File: config.mk
export PLATFORM = sky130hd
export DESIGN_NAME = bitmap_block_allocator_flat
export DESIGN_NICKNAME = d
export VERILOG_FILES = /design/src/hdl/bba_pkg.sv /design/src/hdl/bba_if.sv /design/src/hdl/bba_ram.sv /design/src/hdl/bba_dp.sv /design/src/hdl/bba_ctrl.sv /design/src/hdl/bitmap_block_allocator.sv /design/src/flat_wrapper.sv
export SDC_FILE = /design/constraint.sdc
export NUM_CORES = 2
export LEC_CHECK = 0
export BUFFER_PORTS_ARGS = -buffer_cell sky130_fd_sc_hd__buf_4
export CORE_UTILIZATION = 55
export CTS_CLUSTER_SIZE = 16
export DETAILED_ROUTE_END_ITERATION = 6
export PLACE_DENSITY = 0.71
export RECOVER_POWER = 25
export SLEW_MARGIN = 20
export SYNTH_ARGS = -nofsm -noshare
export SYNTH_HDL_FRONTEND = slang
export SYNTH_HIERARCHICAL = 1
export SYNTH_SLANG_ARGS = --single-unit
File: constraint.sdc
create_clock -name clk_i -period 25.8 [get_ports clk_i]
set_input_delay 0 -clock clk_i [delete_from_list [all_inputs] [get_ports clk_i]]
set_output_delay 0 -clock clk_i [all_outputs]
set_load 0.03 [all_outputs]
File: src/hdl/bba_pkg.sv
// Shared constants, command codes and controller/datapath bundles for the
// bitmap block allocator. No dependencies.
package bba_pkg;

  localparam int MAX_BLOCKS = 1024;
  localparam int IDX_W      = $clog2(MAX_BLOCKS);
  localparam int MAP_BYTES  = (MAX_BLOCKS + 7) / 8;
  localparam int BYTE_AW    = $clog2(MAP_BYTES);
  localparam int CNT_W      = 11;
  localparam int POS_W      = 13;

  localparam logic [CNT_W-1:0] TOTAL_RESET = CNT_W'(1024);
  localparam logic [CNT_W-1:0] ALIGN_RESET = CNT_W'(1);

  localparam logic [1:0] CFG_TOTAL = 2'd0;
  localparam logic [1:0] CFG_ALIGN = 2'd1;

  typedef enum logic [1:0] {
    CMD_FWD = 2'd0,
    CMD_BACK = 2'd1,
    CMD_REL = 2'd2,
    CMD_QRY = 2'd3
  } cmd_e;

  typedef enum logic [3:0] {
    OP_NONE,
    OP_LOAD,
    OP_CLR,
    OP_POS_ZERO,
    OP_POS_S,
    OP_POS_INC,
    OP_POS_DEC,
    OP_IDX_RUN,
    OP_IDX_INC,
    OP_IDX_S,
    OP_MARK,
    OP_Q_STEP,
    OP_RES_FAIL,
    OP_RES_RUN,
    OP_RES_QRY
  } op_e;

  typedef struct packed {
    cmd_e cmd;
    logic bounds_ok;
    logic align_more;
    logic cand_out;
    logic pos_past;
    logic bit_used;
    logic idx_last;
    logic q_empty;
    logic q_last;
    logic clr_last;
  } dp_status_t;

endpackage

File: src/hdl/bba_if.sv
// Valid/ready channel interfaces for requests, responses and register writes.
// Depends on bba_pkg.
interface bba_req_if;
  logic                         valid;
  logic                         ready;
  logic [1:0]                   cmd;
  logic [bba_pkg::CNT_W-1:0]    block_count;
  logic [bba_pkg::IDX_W-1:0]    start_block;
  logic [bba_pkg::CNT_W-1:0]    window_len;
  modport source (output valid, cmd, block_count, start_block, window_len, input ready);
  modport sink (input valid, cmd, block_count, start_block, window_len, output ready);
endinterface

interface bba_rsp_if;
  logic                         valid;
  logic                         ready;
  logic                         success;
  logic [bba_pkg::IDX_W-1:0]    run_base;
  logic [bba_pkg::CNT_W-1:0]    run_length;
  logic [bba_pkg::CNT_W-1:0]    largest_free;
  modport source (output valid, success, run_base, run_length, largest_free, input ready);
  modport sink (input valid, success, run_base, run_length, largest_free, output ready);
endinterface

interface bba_cfg_if;
  logic                         valid;
  logic                         ready;
  logic [1:0]                   index;
  logic [bba_pkg::CNT_W-1:0]    data;
  modport source (output valid, index, data, input ready);
  modport sink (input valid, index, data, output ready);
endinterface

File: src/hdl/bba_ram.sv
// Generic single-port RAM with registered read.
// No dependencies.
module bba_ram #(
  parameter int WIDTH = 8,
  parameter int DEPTH = 128
) (
  input  logic                     clk_i,
  input  logic                     we_i,
  input  logic [$clog2(DEPTH)-1:0] addr_i,
  input  logic [WIDTH-1:0]         wdata_i,
  output logic [WIDTH-1:0]         rdata_o
);
  logic [WIDTH-1:0] mem_q [DEPTH];

  always_ff @(posedge clk_i) begin
    if (we_i) begin
      mem_q[addr_i] <= wdata_i;
    end
    rdata_o <= mem_q[addr_i];
  end
endmodule

File: src/hdl/bba_dp.sv
// Datapath: config registers, request registers, search pointers, bitmap RAM
// and result registers. Depends on bba_pkg and bba_ram.
module bba_dp (
  input  logic                      clk_i,
  input  logic                      rst_ni,
  input  bba_pkg::op_e              op_i,
  input  logic [1:0]                req_cmd_i,
  input  logic [bba_pkg::CNT_W-1:0] req_count_i,
  input  logic [bba_pkg::IDX_W-1:0] req_start_i,
  input  logic [bba_pkg::CNT_W-1:0] req_window_i,
  input  logic                      cfg_we_i,
  input  logic [1:0]                cfg_index_i,
  input  logic [bba_pkg::CNT_W-1:0] cfg_data_i,
  output bba_pkg::dp_status_t       status_o,
  output logic                      res_ok_o,
  output logic [bba_pkg::IDX_W-1:0] res_base_o,
  output logic [bba_pkg::CNT_W-1:0] res_len_o,
  output logic [bba_pkg::CNT_W-1:0] res_large_o
);
  localparam int CW = bba_pkg::CNT_W;
  localparam int PW = bba_pkg::POS_W;
  localparam int IW = bba_pkg::IDX_W;

  logic [CW-1:0] total_q, align_q;
  bba_pkg::cmd_e cmd_q;
  logic [CW-1:0] cnt_q, w_q, cur_q, large_q;
  logic [IW-1:0] s_q;
  logic signed [PW-1:0] pos_q;
  logic [IW-1:0] idx_q;
  logic [7:0]    rdata;
  logic [7:0]    wdata;
  logic [7:0]    mask;
  logic          ram_we;

  logic [CW-1:0] n, a;
  logic signed [PW-1:0] sp, cp, wp, np, ap, ip, hi, lo, t_hi, t_lo;
  logic signed [PW-1:0] run_start, run_last;
  logic signed [PW-1:0] qend;
  logic is_back;

  always_comb begin
    n  = (total_q > CW'(bba_pkg::MAX_BLOCKS)) ? CW'(bba_pkg::MAX_BLOCKS) : total_q;
    a  = (align_q == '0) ? CW'(1) : align_q;
    sp = PW'(s_q);
    cp = PW'(cnt_q);
    wp = PW'(w_q);
    np = PW'(n);
    ap = PW'(a);
    ip = PW'(idx_q);
    is_back = (cmd_q == bba_pkg::CMD_BACK);
    t_hi = sp + wp - cp;
    hi   = (t_hi > np - cp) ? np - cp : t_hi;
    t_lo = sp + cp - wp;
    lo   = (t_lo < cp - PW'(1)) ? cp - PW'(1) : t_lo;
    run_start = is_back ? pos_q + PW'(1) - cp : pos_q;
    run_last  = is_back ? pos_q : pos_q + cp - PW'(1);
    qend      = (sp + wp >= np) ? np : sp + wp;
  end

  always_comb begin
    status_o.cmd = cmd_q;
    unique case (cmd_q)
      bba_pkg::CMD_FWD:
        status_o.bounds_ok = (cnt_q != '0) && (w_q >= cnt_q) && (sp + cp <= np);
      bba_pkg::CMD_BACK:
        status_o.bounds_ok = (cnt_q != '0) && (w_q >= cnt_q) && (sp < np) &&
                             (cp <= sp + PW'(1));
      default:
        status_o.bounds_ok = (cnt_q != '0) && (sp + cp <= np);
    endcase
    status_o.align_more = is_back ? (pos_q + ap <= sp) : (pos_q < sp);
    status_o.cand_out   = is_back ? (pos_q < lo) : (pos_q > hi);
    status_o.pos_past   = is_back ? (pos_q < ip) : (pos_q > ip);
    status_o.bit_used   = rdata[3'd7 - idx_q[2:0]];
    status_o.idx_last   = (ip == run_last);
    status_o.q_empty    = (sp >= np) || (w_q == '0);
    status_o.q_last     = (ip + PW'(1) == qend);
    status_o.clr_last   = &idx_q[IW-1:3];
  end

  // Byte-wide read-modify-write on the bitmap.
  always_comb begin
    mask   = 8'h80 >> idx_q[2:0];
    ram_we = (op_i == bba_pkg::OP_CLR) || (op_i == bba_pkg::OP_MARK);
    if (op_i == bba_pkg::OP_CLR) begin
      wdata = 8'h00;
    end else if (cmd_q == bba_pkg::CMD_REL) begin
      wdata = rdata & ~mask;
    end else begin
      wdata = rdata | mask;
    end
  end

  bba_ram #(.WIDTH(8), .DEPTH(bba_pkg::MAP_BYTES)) u_map (
    .clk_i   (clk_i),
    .we_i    (ram_we),
    .addr_i  (idx_q[IW-1:3]),
    .wdata_i (wdata),
    .rdata_o (rdata)
  );

  always_ff @(posedge clk_i or negedge rst_ni) begin
    if (!rst_ni) begin
      total_q <= bba_pkg::TOTAL_RESET;
      align_q <= bba_pkg::ALIGN_RESET;
      idx_q   <= '0;
    end else begin
      if (cfg_we_i) begin
        if (cfg_index_i == bba_pkg::CFG_TOTAL) begin
          total_q <= cfg_data_i;
        end else if (cfg_index_i == bba_pkg::CFG_ALIGN) begin
          align_q <= cfg_data_i;
        end
      end
      case (op_i)
        bba_pkg::OP_CLR:     idx_q <= idx_q + IW'(8);
        bba_pkg::OP_IDX_RUN: idx_q <= run_start[IW-1:0];
        bba_pkg::OP_IDX_S:   idx_q <= s_q;
        bba_pkg::OP_IDX_INC, bba_pkg::OP_MARK, bba_pkg::OP_Q_STEP: idx_q <= idx_q + IW'(1);
        default: ;
      endcase
    end
  end

  always_ff @(posedge clk_i) begin
    case (op_i)
      bba_pkg::OP_LOAD: begin
        cmd_q   <= bba_pkg::cmd_e'(req_cmd_i);
        cnt_q   <= req_count_i;
        s_q     <= req_start_i;
        w_q     <= req_window_i;
        cur_q   <= '0;
        large_q <= '0;
      end
      bba_pkg::OP_POS_ZERO: pos_q <= '0;
      bba_pkg::OP_POS_S:    pos_q <= sp;
      bba_pkg::OP_POS_INC:  pos_q <= pos_q + ap;
      bba_pkg::OP_POS_DEC:  pos_q <= pos_q - ap;
      bba_pkg::OP_Q_STEP: begin
        if (status_o.bit_used) begin
          cur_q <= '0;
        end else begin
          cur_q <= cur_q + CW'(1);
          if (cur_q + CW'(1) > large_q) begin
            large_q <= cur_q + CW'(1);
          end
        end
      end
      bba_pkg::OP_RES_FAIL: begin
        res_ok_o    <= 1'b0;
        res_base_o  <= '0;
        res_len_o   <= '0;
        res_large_o <= '0;
      end
      bba_pkg::OP_RES_RUN: begin
        res_ok_o    <= 1'b1;
        res_base_o  <= run_start[IW-1:0];
        res_len_o   <= cnt_q;
        res_large_o <= '0;
      end
      bba_pkg::OP_RES_QRY: begin
        res_ok_o    <= 1'b1;
        res_base_o  <= '0;
        res_len_o   <= '0;
        res_large_o <= large_q;
      end
      default: ;
    endcase
  end
endmodule

File: src/hdl/bba_ctrl.sv
// Controller state machine: sequences clear, search, mark and query steps.
// Depends on bba_pkg.
module bba_ctrl (
  input  logic                clk_i,
  input  logic                rst_ni,
  input  logic                req_valid_i,
  output logic                req_ready_o,
  output logic                rsp_valid_o,
  input  logic                rsp_ready_i,
  input  bba_pkg::dp_status_t status_i,
  output bba_pkg::op_e        op_o
);
  typedef enum logic [3:0] {
    S_CLR, S_IDLE, S_CHECK, S_ALIGN, S_CAND, S_FETCH, S_TEST, S_ADV,
    S_MSTART, S_MFETCH, S_MWRITE, S_MRES, S_QFETCH, S_QTEST, S_QRES, S_DONE
  } state_e;

  state_e state_q, state_d;

  always_comb begin
    state_d = state_q;
    op_o    = bba_pkg::OP_NONE;
    unique case (state_q)
      S_CLR: begin
        op_o = bba_pkg::OP_CLR;
        if (status_i.clr_last) state_d = S_IDLE;
      end
      S_IDLE: begin
        if (req_valid_i && req_ready_o) begin
          op_o    = bba_pkg::OP_LOAD;
          state_d = S_CHECK;
        end
      end
      S_CHECK: begin
        if (status_i.cmd == bba_pkg::CMD_QRY) begin
          if (status_i.q_empty) begin
            op_o    = bba_pkg::OP_RES_QRY;
            state_d = S_DONE;
          end else begin
            op_o    = bba_pkg::OP_IDX_S;
            state_d = S_QFETCH;
          end
        end else if (!status_i.bounds_ok) begin
          op_o    = bba_pkg::OP_RES_FAIL;
          state_d = S_DONE;
        end else if (status_i.cmd == bba_pkg::CMD_REL) begin
          op_o    = bba_pkg::OP_POS_S;
          state_d = S_MSTART;
        end else begin
          op_o    = bba_pkg::OP_POS_ZERO;
          state_d = S_ALIGN;
        end
      end
      S_ALIGN: begin
        if (status_i.align_more) op_o = bba_pkg::OP_POS_INC;
        else state_d = S_CAND;
      end
      S_CAND: begin
        if (status_i.cand_out) begin
          op_o    = bba_pkg::OP_RES_FAIL;
          state_d = S_DONE;
        end else begin
          op_o    = bba_pkg::OP_IDX_RUN;
          state_d = S_FETCH;
        end
      end
      S_FETCH: state_d = S_TEST;
      S_TEST: begin
        if (status_i.bit_used) begin
          state_d = S_ADV;
        end else if (status_i.idx_last) begin
          op_o    = bba_pkg::OP_IDX_RUN;
          state_d = S_MFETCH;
        end else begin
          op_o    = bba_pkg::OP_IDX_INC;
          state_d = S_FETCH;
        end
      end
      S_ADV: begin
        // skip every candidate whose run covers the used block
        if (status_i.pos_past) state_d = S_CAND;
        else if (status_i.cmd == bba_pkg::CMD_BACK) op_o = bba_pkg::OP_POS_DEC;
        else op_o = bba_pkg::OP_POS_INC;
      end
      S_MSTART: begin
        op_o    = bba_pkg::OP_IDX_RUN;
        state_d = S_MFETCH;
      end
      S_MFETCH: state_d = S_MWRITE;
      S_MWRITE: begin
        op_o    = bba_pkg::OP_MARK;
        state_d = status_i.idx_last ? S_MRES : S_MFETCH;
      end
      S_MRES: begin
        op_o    = bba_pkg::OP_RES_RUN;
        state_d = S_DONE;
      end
      S_QFETCH: state_d = S_QTEST;
      S_QTEST: begin
        op_o    = bba_pkg::OP_Q_STEP;
        state_d = status_i.q_last ? S_QRES : S_QFETCH;
      end
      S_QRES: begin
        op_o    = bba_pkg::OP_RES_QRY;
        state_d = S_DONE;
      end
      S_DONE: begin
        if (rsp_ready_i) state_d = S_IDLE;
      end
      default: state_d = S_IDLE;
    endcase
  end

  always_ff @(posedge clk_i or negedge rst_ni) begin
    if (!rst_ni) begin
      state_q     <= S_CLR;
      req_ready_o <= 1'b0;
      rsp_valid_o <= 1'b0;
    end else begin
      state_q     <= state_d;
      req_ready_o <= (state_d == S_IDLE);
      rsp_valid_o <= (state_d == S_DONE);
    end
  end
endmodule

File: src/hdl/bitmap_block_allocator.sv
// Top level of the bitmap block allocator: controller plus datapath.
// Depends on bba_pkg, bba_if, bba_ctrl and bba_dp.
//
// Keeps a 1024-block used/free bitmap in a 128 x 8 RAM and serves one request
// at a time: forward reserve, backward reserve, release and longest-free-run
// query. After reset the block sweeps the RAM to zero, one byte per cycle,
// before req_i.ready rises; register writes are taken at any time. Every
// bitmap access is a RAM read state followed by a test or write state. The
// candidate base is reached by stepping align_step from zero, up to
// start_block / align_step + 1 steps, and a candidate whose run covers a used
// block is skipped. The time a reserve takes grows with the blocks tested
// before a free run turns up. The response is held on rsp_o until it is
// transferred; the next request is taken in the cycle after that transfer.
module bitmap_block_allocator (
  input  logic      clk_i,
  input  logic      rst_ni,
  bba_req_if.sink   req_i,
  bba_rsp_if.source rsp_o,
  bba_cfg_if.sink   cfg_i
);
  bba_pkg::op_e        op;
  bba_pkg::dp_status_t status;

  // Register writes never stall.
  assign cfg_i.ready = 1'b1;

  bba_ctrl u_ctrl (
    .clk_i       (clk_i),
    .rst_ni      (rst_ni),
    .req_valid_i (req_i.valid),
    .req_ready_o (req_i.ready),
    .rsp_valid_o (rsp_o.valid),
    .rsp_ready_i (rsp_o.ready),
    .status_i    (status),
    .op_o        (op)
  );

  bba_dp u_dp (
    .clk_i        (clk_i),
    .rst_ni       (rst_ni),
    .op_i         (op),
    .req_cmd_i    (req_i.cmd),
    .req_count_i  (req_i.block_count),
    .req_start_i  (req_i.start_block),
    .req_window_i (req_i.window_len),
    .cfg_we_i     (cfg_i.valid),
    .cfg_index_i  (cfg_i.index),
    .cfg_data_i   (cfg_i.data),
    .status_o     (status),
    .res_ok_o     (rsp_o.success),
    .res_base_o   (rsp_o.run_base),
    .res_len_o    (rsp_o.run_length),
    .res_large_o  (rsp_o.largest_free)
  );
endmodule

File: src/flat_wrapper.sv
// flat-port wrapper written by rule: the top's interface ports become plain ports
module bitmap_block_allocator_flat 
  (clk_i, rst_ni, req_i_valid, req_i_cmd, req_i_block_count, req_i_start_block, req_i_window_len, req_i_ready, rsp_o_valid, rsp_o_success, rsp_o_run_base, rsp_o_run_length, rsp_o_largest_free, rsp_o_ready, cfg_i_valid, cfg_i_index, cfg_i_data, cfg_i_ready);
  bba_req_if req_i_i ();
  bba_rsp_if rsp_o_i ();
  bba_cfg_if cfg_i_i ();
  input  logic clk_i;
  input  logic rst_ni;
  input wire logic [$bits(req_i_i.valid)-1:0] req_i_valid;
  input wire logic [$bits(req_i_i.cmd)-1:0] req_i_cmd;
  input wire logic [$bits(req_i_i.block_count)-1:0] req_i_block_count;
  input wire logic [$bits(req_i_i.start_block)-1:0] req_i_start_block;
  input wire logic [$bits(req_i_i.window_len)-1:0] req_i_window_len;
  output wire logic [$bits(req_i_i.ready)-1:0] req_i_ready;
  output wire logic [$bits(rsp_o_i.valid)-1:0] rsp_o_valid;
  output wire logic [$bits(rsp_o_i.success)-1:0] rsp_o_success;
  output wire logic [$bits(rsp_o_i.run_base)-1:0] rsp_o_run_base;
  output wire logic [$bits(rsp_o_i.run_length)-1:0] rsp_o_run_length;
  output wire logic [$bits(rsp_o_i.largest_free)-1:0] rsp_o_largest_free;
  input wire logic [$bits(rsp_o_i.ready)-1:0] rsp_o_ready;
  input wire logic [$bits(cfg_i_i.valid)-1:0] cfg_i_valid;
  input wire logic [$bits(cfg_i_i.index)-1:0] cfg_i_index;
  input wire logic [$bits(cfg_i_i.data)-1:0] cfg_i_data;
  output wire logic [$bits(cfg_i_i.ready)-1:0] cfg_i_ready;
  assign req_i_i.valid = req_i_valid;
  assign req_i_i.cmd = req_i_cmd;
  assign req_i_i.block_count = req_i_block_count;
  assign req_i_i.start_block = req_i_start_block;
  assign req_i_i.window_len = req_i_window_len;
  assign req_i_ready = req_i_i.ready;
  assign rsp_o_valid = rsp_o_i.valid;
  assign rsp_o_success = rsp_o_i.success;
  assign rsp_o_run_base = rsp_o_i.run_base;
  assign rsp_o_run_length = rsp_o_i.run_length;
  assign rsp_o_largest_free = rsp_o_i.largest_free;
  assign rsp_o_i.ready = rsp_o_ready;
  assign cfg_i_i.valid = cfg_i_valid;
  assign cfg_i_i.index = cfg_i_index;
  assign cfg_i_i.data = cfg_i_data;
  assign cfg_i_ready = cfg_i_i.ready;
  bitmap_block_allocator u_core (.clk_i(clk_i), .rst_ni(rst_ni), .req_i(req_i_i), .rsp_o(rsp_o_i), .cfg_i(cfg_i_i));
endmodule
==> impl_metrics.csv <==
group,metric,value,unit
logic_synthesis,syn_area_per_cell,13.2,µm²
layout,final_common_cell,"edfxtp_1",
status,status,"complete, but fails checks",
layout,nNetsFinal,4694,
timing,hold_viol,0,
clock_tree,cts_sinks,1172,
layout,area_growth,10.9,%
clock_tree,clkLatencyLatePin,0.74,ns
logic_synthesis,synth_area,56100,µm²
critical_path,start_kind,"flip-flop",
critical_path,crit_path_top_delay_cell,"clkbuf_1",
clock_tree,clock_path_buffers,3,
job,cap_viol_max_count,17,
timing,rsz0062_at_grt,"no",
critical_path,cp_num_buf_inv,5,
timing,slew_headroom,-179,%
clock_tree,hold_buffers,60,
logic_synthesis,syn_nets,4599,
logic_synthesis,postSynthCellCount,4269,
layout,final-seq-area,34900,µm²
logic_synthesis,ys_seq_area_share,62.2,%
drt,routedWlPerCell,29.3,µm
global_routing,grt_pass1_vias,38041,
drt,ant_nets,0,
die,die_w,321,µm
timing,period_share,54.9,%
critical_path,required,26.20,ns
die,die_area,103000,µm²
die,core_area,101000,µm²
clock_tree,cts_tree,"built",
critical_path,crit_fanout,68,
global_routing,antenna_found_initial,3,
critical_path,critPathTopFamily,"buffers and inverters",
drt,via_per_inst,6.70,
die,rows,116,
logic_synthesis,async_flop_share,3.24,%
logic_synthesis,ys_ff_latch,1172,
global_routing,grt_pass1_wl,249000,µm
timing,setup_viol,0,
drt,first_iter_violations,5475,
critical_path,max_stage_delay,2.84,ns
clock_tree,cts_root_buf,"clkbuf_16",
global_routing,grt_usage,32.8,%
clock_tree,htree_levels,3,
min_path,min_path_type,"primary input to flip-flop",
die,die_h,321,µm
place,numPortBuffers,86,
status,failed_checks,"design-rule violations, max-capacitance violations, max-slew violations",
place,gp_congestion,0.950,
timing,fin_skew,0.0628,ns
clock_tree,cts_buffers,114,
layout,nFillCells,7652,
layout,multi_input_area,19300,µm²
drt,drc_errors,1,
timing,fmax,70.6,MHz
clock_tree,cts_resized,0,
logic_synthesis,ys.flop_type,"edfxtp_1",
timing,worst_hold_slack,0.00581,ns
layout,layout_common_cells,"edfxtp_1 (1126), nor2_1 (368), ha_1 (269), a21oi_1 (255), a221oi_1 (224)",
critical_path,worstPathArrival,14.55,ns
clock_tree,clk_pin_slew,0.06,ns
logic_synthesis,synth-edff-count,1126,
global_routing,overflow,0,
critical_path,cp-end-kind,"flip-flop",
drt,vias,39012,
die,initial_core_util,55.8,%
logic_synthesis,yosysWarnings,6,
clock_tree,post_cts_buffers,0,
drt,drt_wl_total,170000,µm
timing,post-route-min-period,14.16,ns
timing,setup_tns,0,ns
logic_synthesis,yosys.cell_types.count,107,
die,ios,88,
critical_path,criticalPathCategory,"flip-flop to flip-flop",
global_routing,grt_max_degree,115,
timing,worst_pin_slew,4.18,ns
layout,drive_above_1_share,10.2,%
timing,report.final.slew_viol_count,714,
place,hpwl,107000,µm
drt,first_pass_iters,7,
-- per-stage QoR --
step	util (%)	cells	setup WS (ns)	instance area [µm²]
after floorplan	-	4269	12.07	56100
after global placement	57.7	5545	14.72	58000
after detailed placement	57.7	5545	14.56	58100
after CTS	62.2	5818	14.45	62600
after global routing	61.9	5818	10.72	62300
final	61.9	5820	11.64	62300
-- worst register-to-register path, delay by kind of cell, from the launching register on --
kind | cells | cell delay (ns)
AOI/OAI and AO/OA | 21 | 3.97
adders and majority gates | 5 | 1.87
buffers and inverters | 5 | 4.74
DFF | 1 | 0.56
muxes | 1 | 0.30
and+or+nand+nor | 8 | 2.41
-- kinds of logic (layout without fill, tap and decap cells) --
logic type | count (synthesis) | in the layout | synth area share, %
xor gates and xnor gates | 125 | 125 | 1.95
buffers and inverters | 456 | 648 | 3.66
and+or+nand+nor | 899 | 899 | 7.35
AOI/OAI and AO/OA | 1146 | 1146 | 14.6
DFF | 1172 | 1172 | 62.2
other | 1 | 3 | 0.00668
muxes | 192 | 192 | 3.91
adders and majority gates | 278 | 278 | 6.32
-- final timing paths --
kind                                         from                         endpoint  slack [ns]  cells after the start
min in group asynchronous                  rst_ni           u_core/u_dp/align_q[0]        0.60                      3
min reg2reg                u_core/u_dp/total_q[9]           u_core/u_dp/total_q[9]        0.52                      1
max reg2reg                    u_core/u_dp/s_q[0]  u_core/u_dp/u_map/mem_q[100][1]       11.64                     40
min                                   req_i_valid         u_core/u_ctrl/state_q[0]       0.006                      6
max                            u_core/u_dp/s_q[0]  u_core/u_dp/u_map/mem_q[100][1]       11.64                     40
max in group asynchronous                  rst_ni             u_core/u_dp/idx_q[4]       22.73                      4
-- Yosys cell counts (65+ instances only) --
library cell     n  share of area (%)
buf_2           84               0.75
mux2i_1         92                1.6
o21ai_0        149                1.3
nor3_1          65               0.58
edfxtp_1      1126                 60
mux2_2          82                1.6
nand2_1        201                1.3
inv_1          199                1.3
nor2_1         367                2.5
xnor2_1         92                1.4
clkbuf_1       119               0.80
a22oi_1         79                1.1
a221oi_1       224                3.5
a21oi_1        255                2.3
ha_1           269                6.0
-- layer usage --
layer,vias to the layer above,part of all wire (%),track usage [%]
met4,4,5.7,16.6
li1,16784,-,-
met2,2686,47,52.9
met5,-,0.018,0
met3,542,11,5.90
met1,18996,37,42.8
-- state kept, by name, indices dropped and copies added, names as in the netlist --
register	flops
u_core/u_dp/total_q	11
u_core/u_dp/res_ok_o	1
u_core/u_dp/res_len_o	11
u_core/u_dp/res_large_o	11
u_core/u_dp/u_map/mem_q	1024
u_core/u_dp/w_q	11
u_core/u_dp/s_q	10
u_core/u_dp/cur_q	11
u_core/u_dp/idx_q	10
u_core/u_dp/large_q	11
u_core/u_dp/u_map/rdata_o	8
u_core/u_dp/pos_q	13
u_core/u_dp/align_q	11
u_core/u_ctrl/req_ready_o	1
u_core/u_dp/res_base_o	10
u_core/u_ctrl/state_q	4
u_core/u_dp/cmd_q	2
u_core/u_dp/cnt_q	11
u_core/u_ctrl/rsp_valid_o	1
-- final cells by class --
class | instances | area share (%)
Clock buffer | 130 | 4.73
Antenna cell | 2 | 0.00804
Sequential cell | 1172 | 56.1
Multi-Input combinational cell | 2641 | 31.0
Timing Repair Buffer | 236 | 2.75
Tap cell | 1357 | 2.73
Inverter | 199 | 1.20
Clock inverter | 83 | 1.53
Power is not shown: default switching activity piles up to over one toggle a cycle in this logic, so the estimate is an artifact.
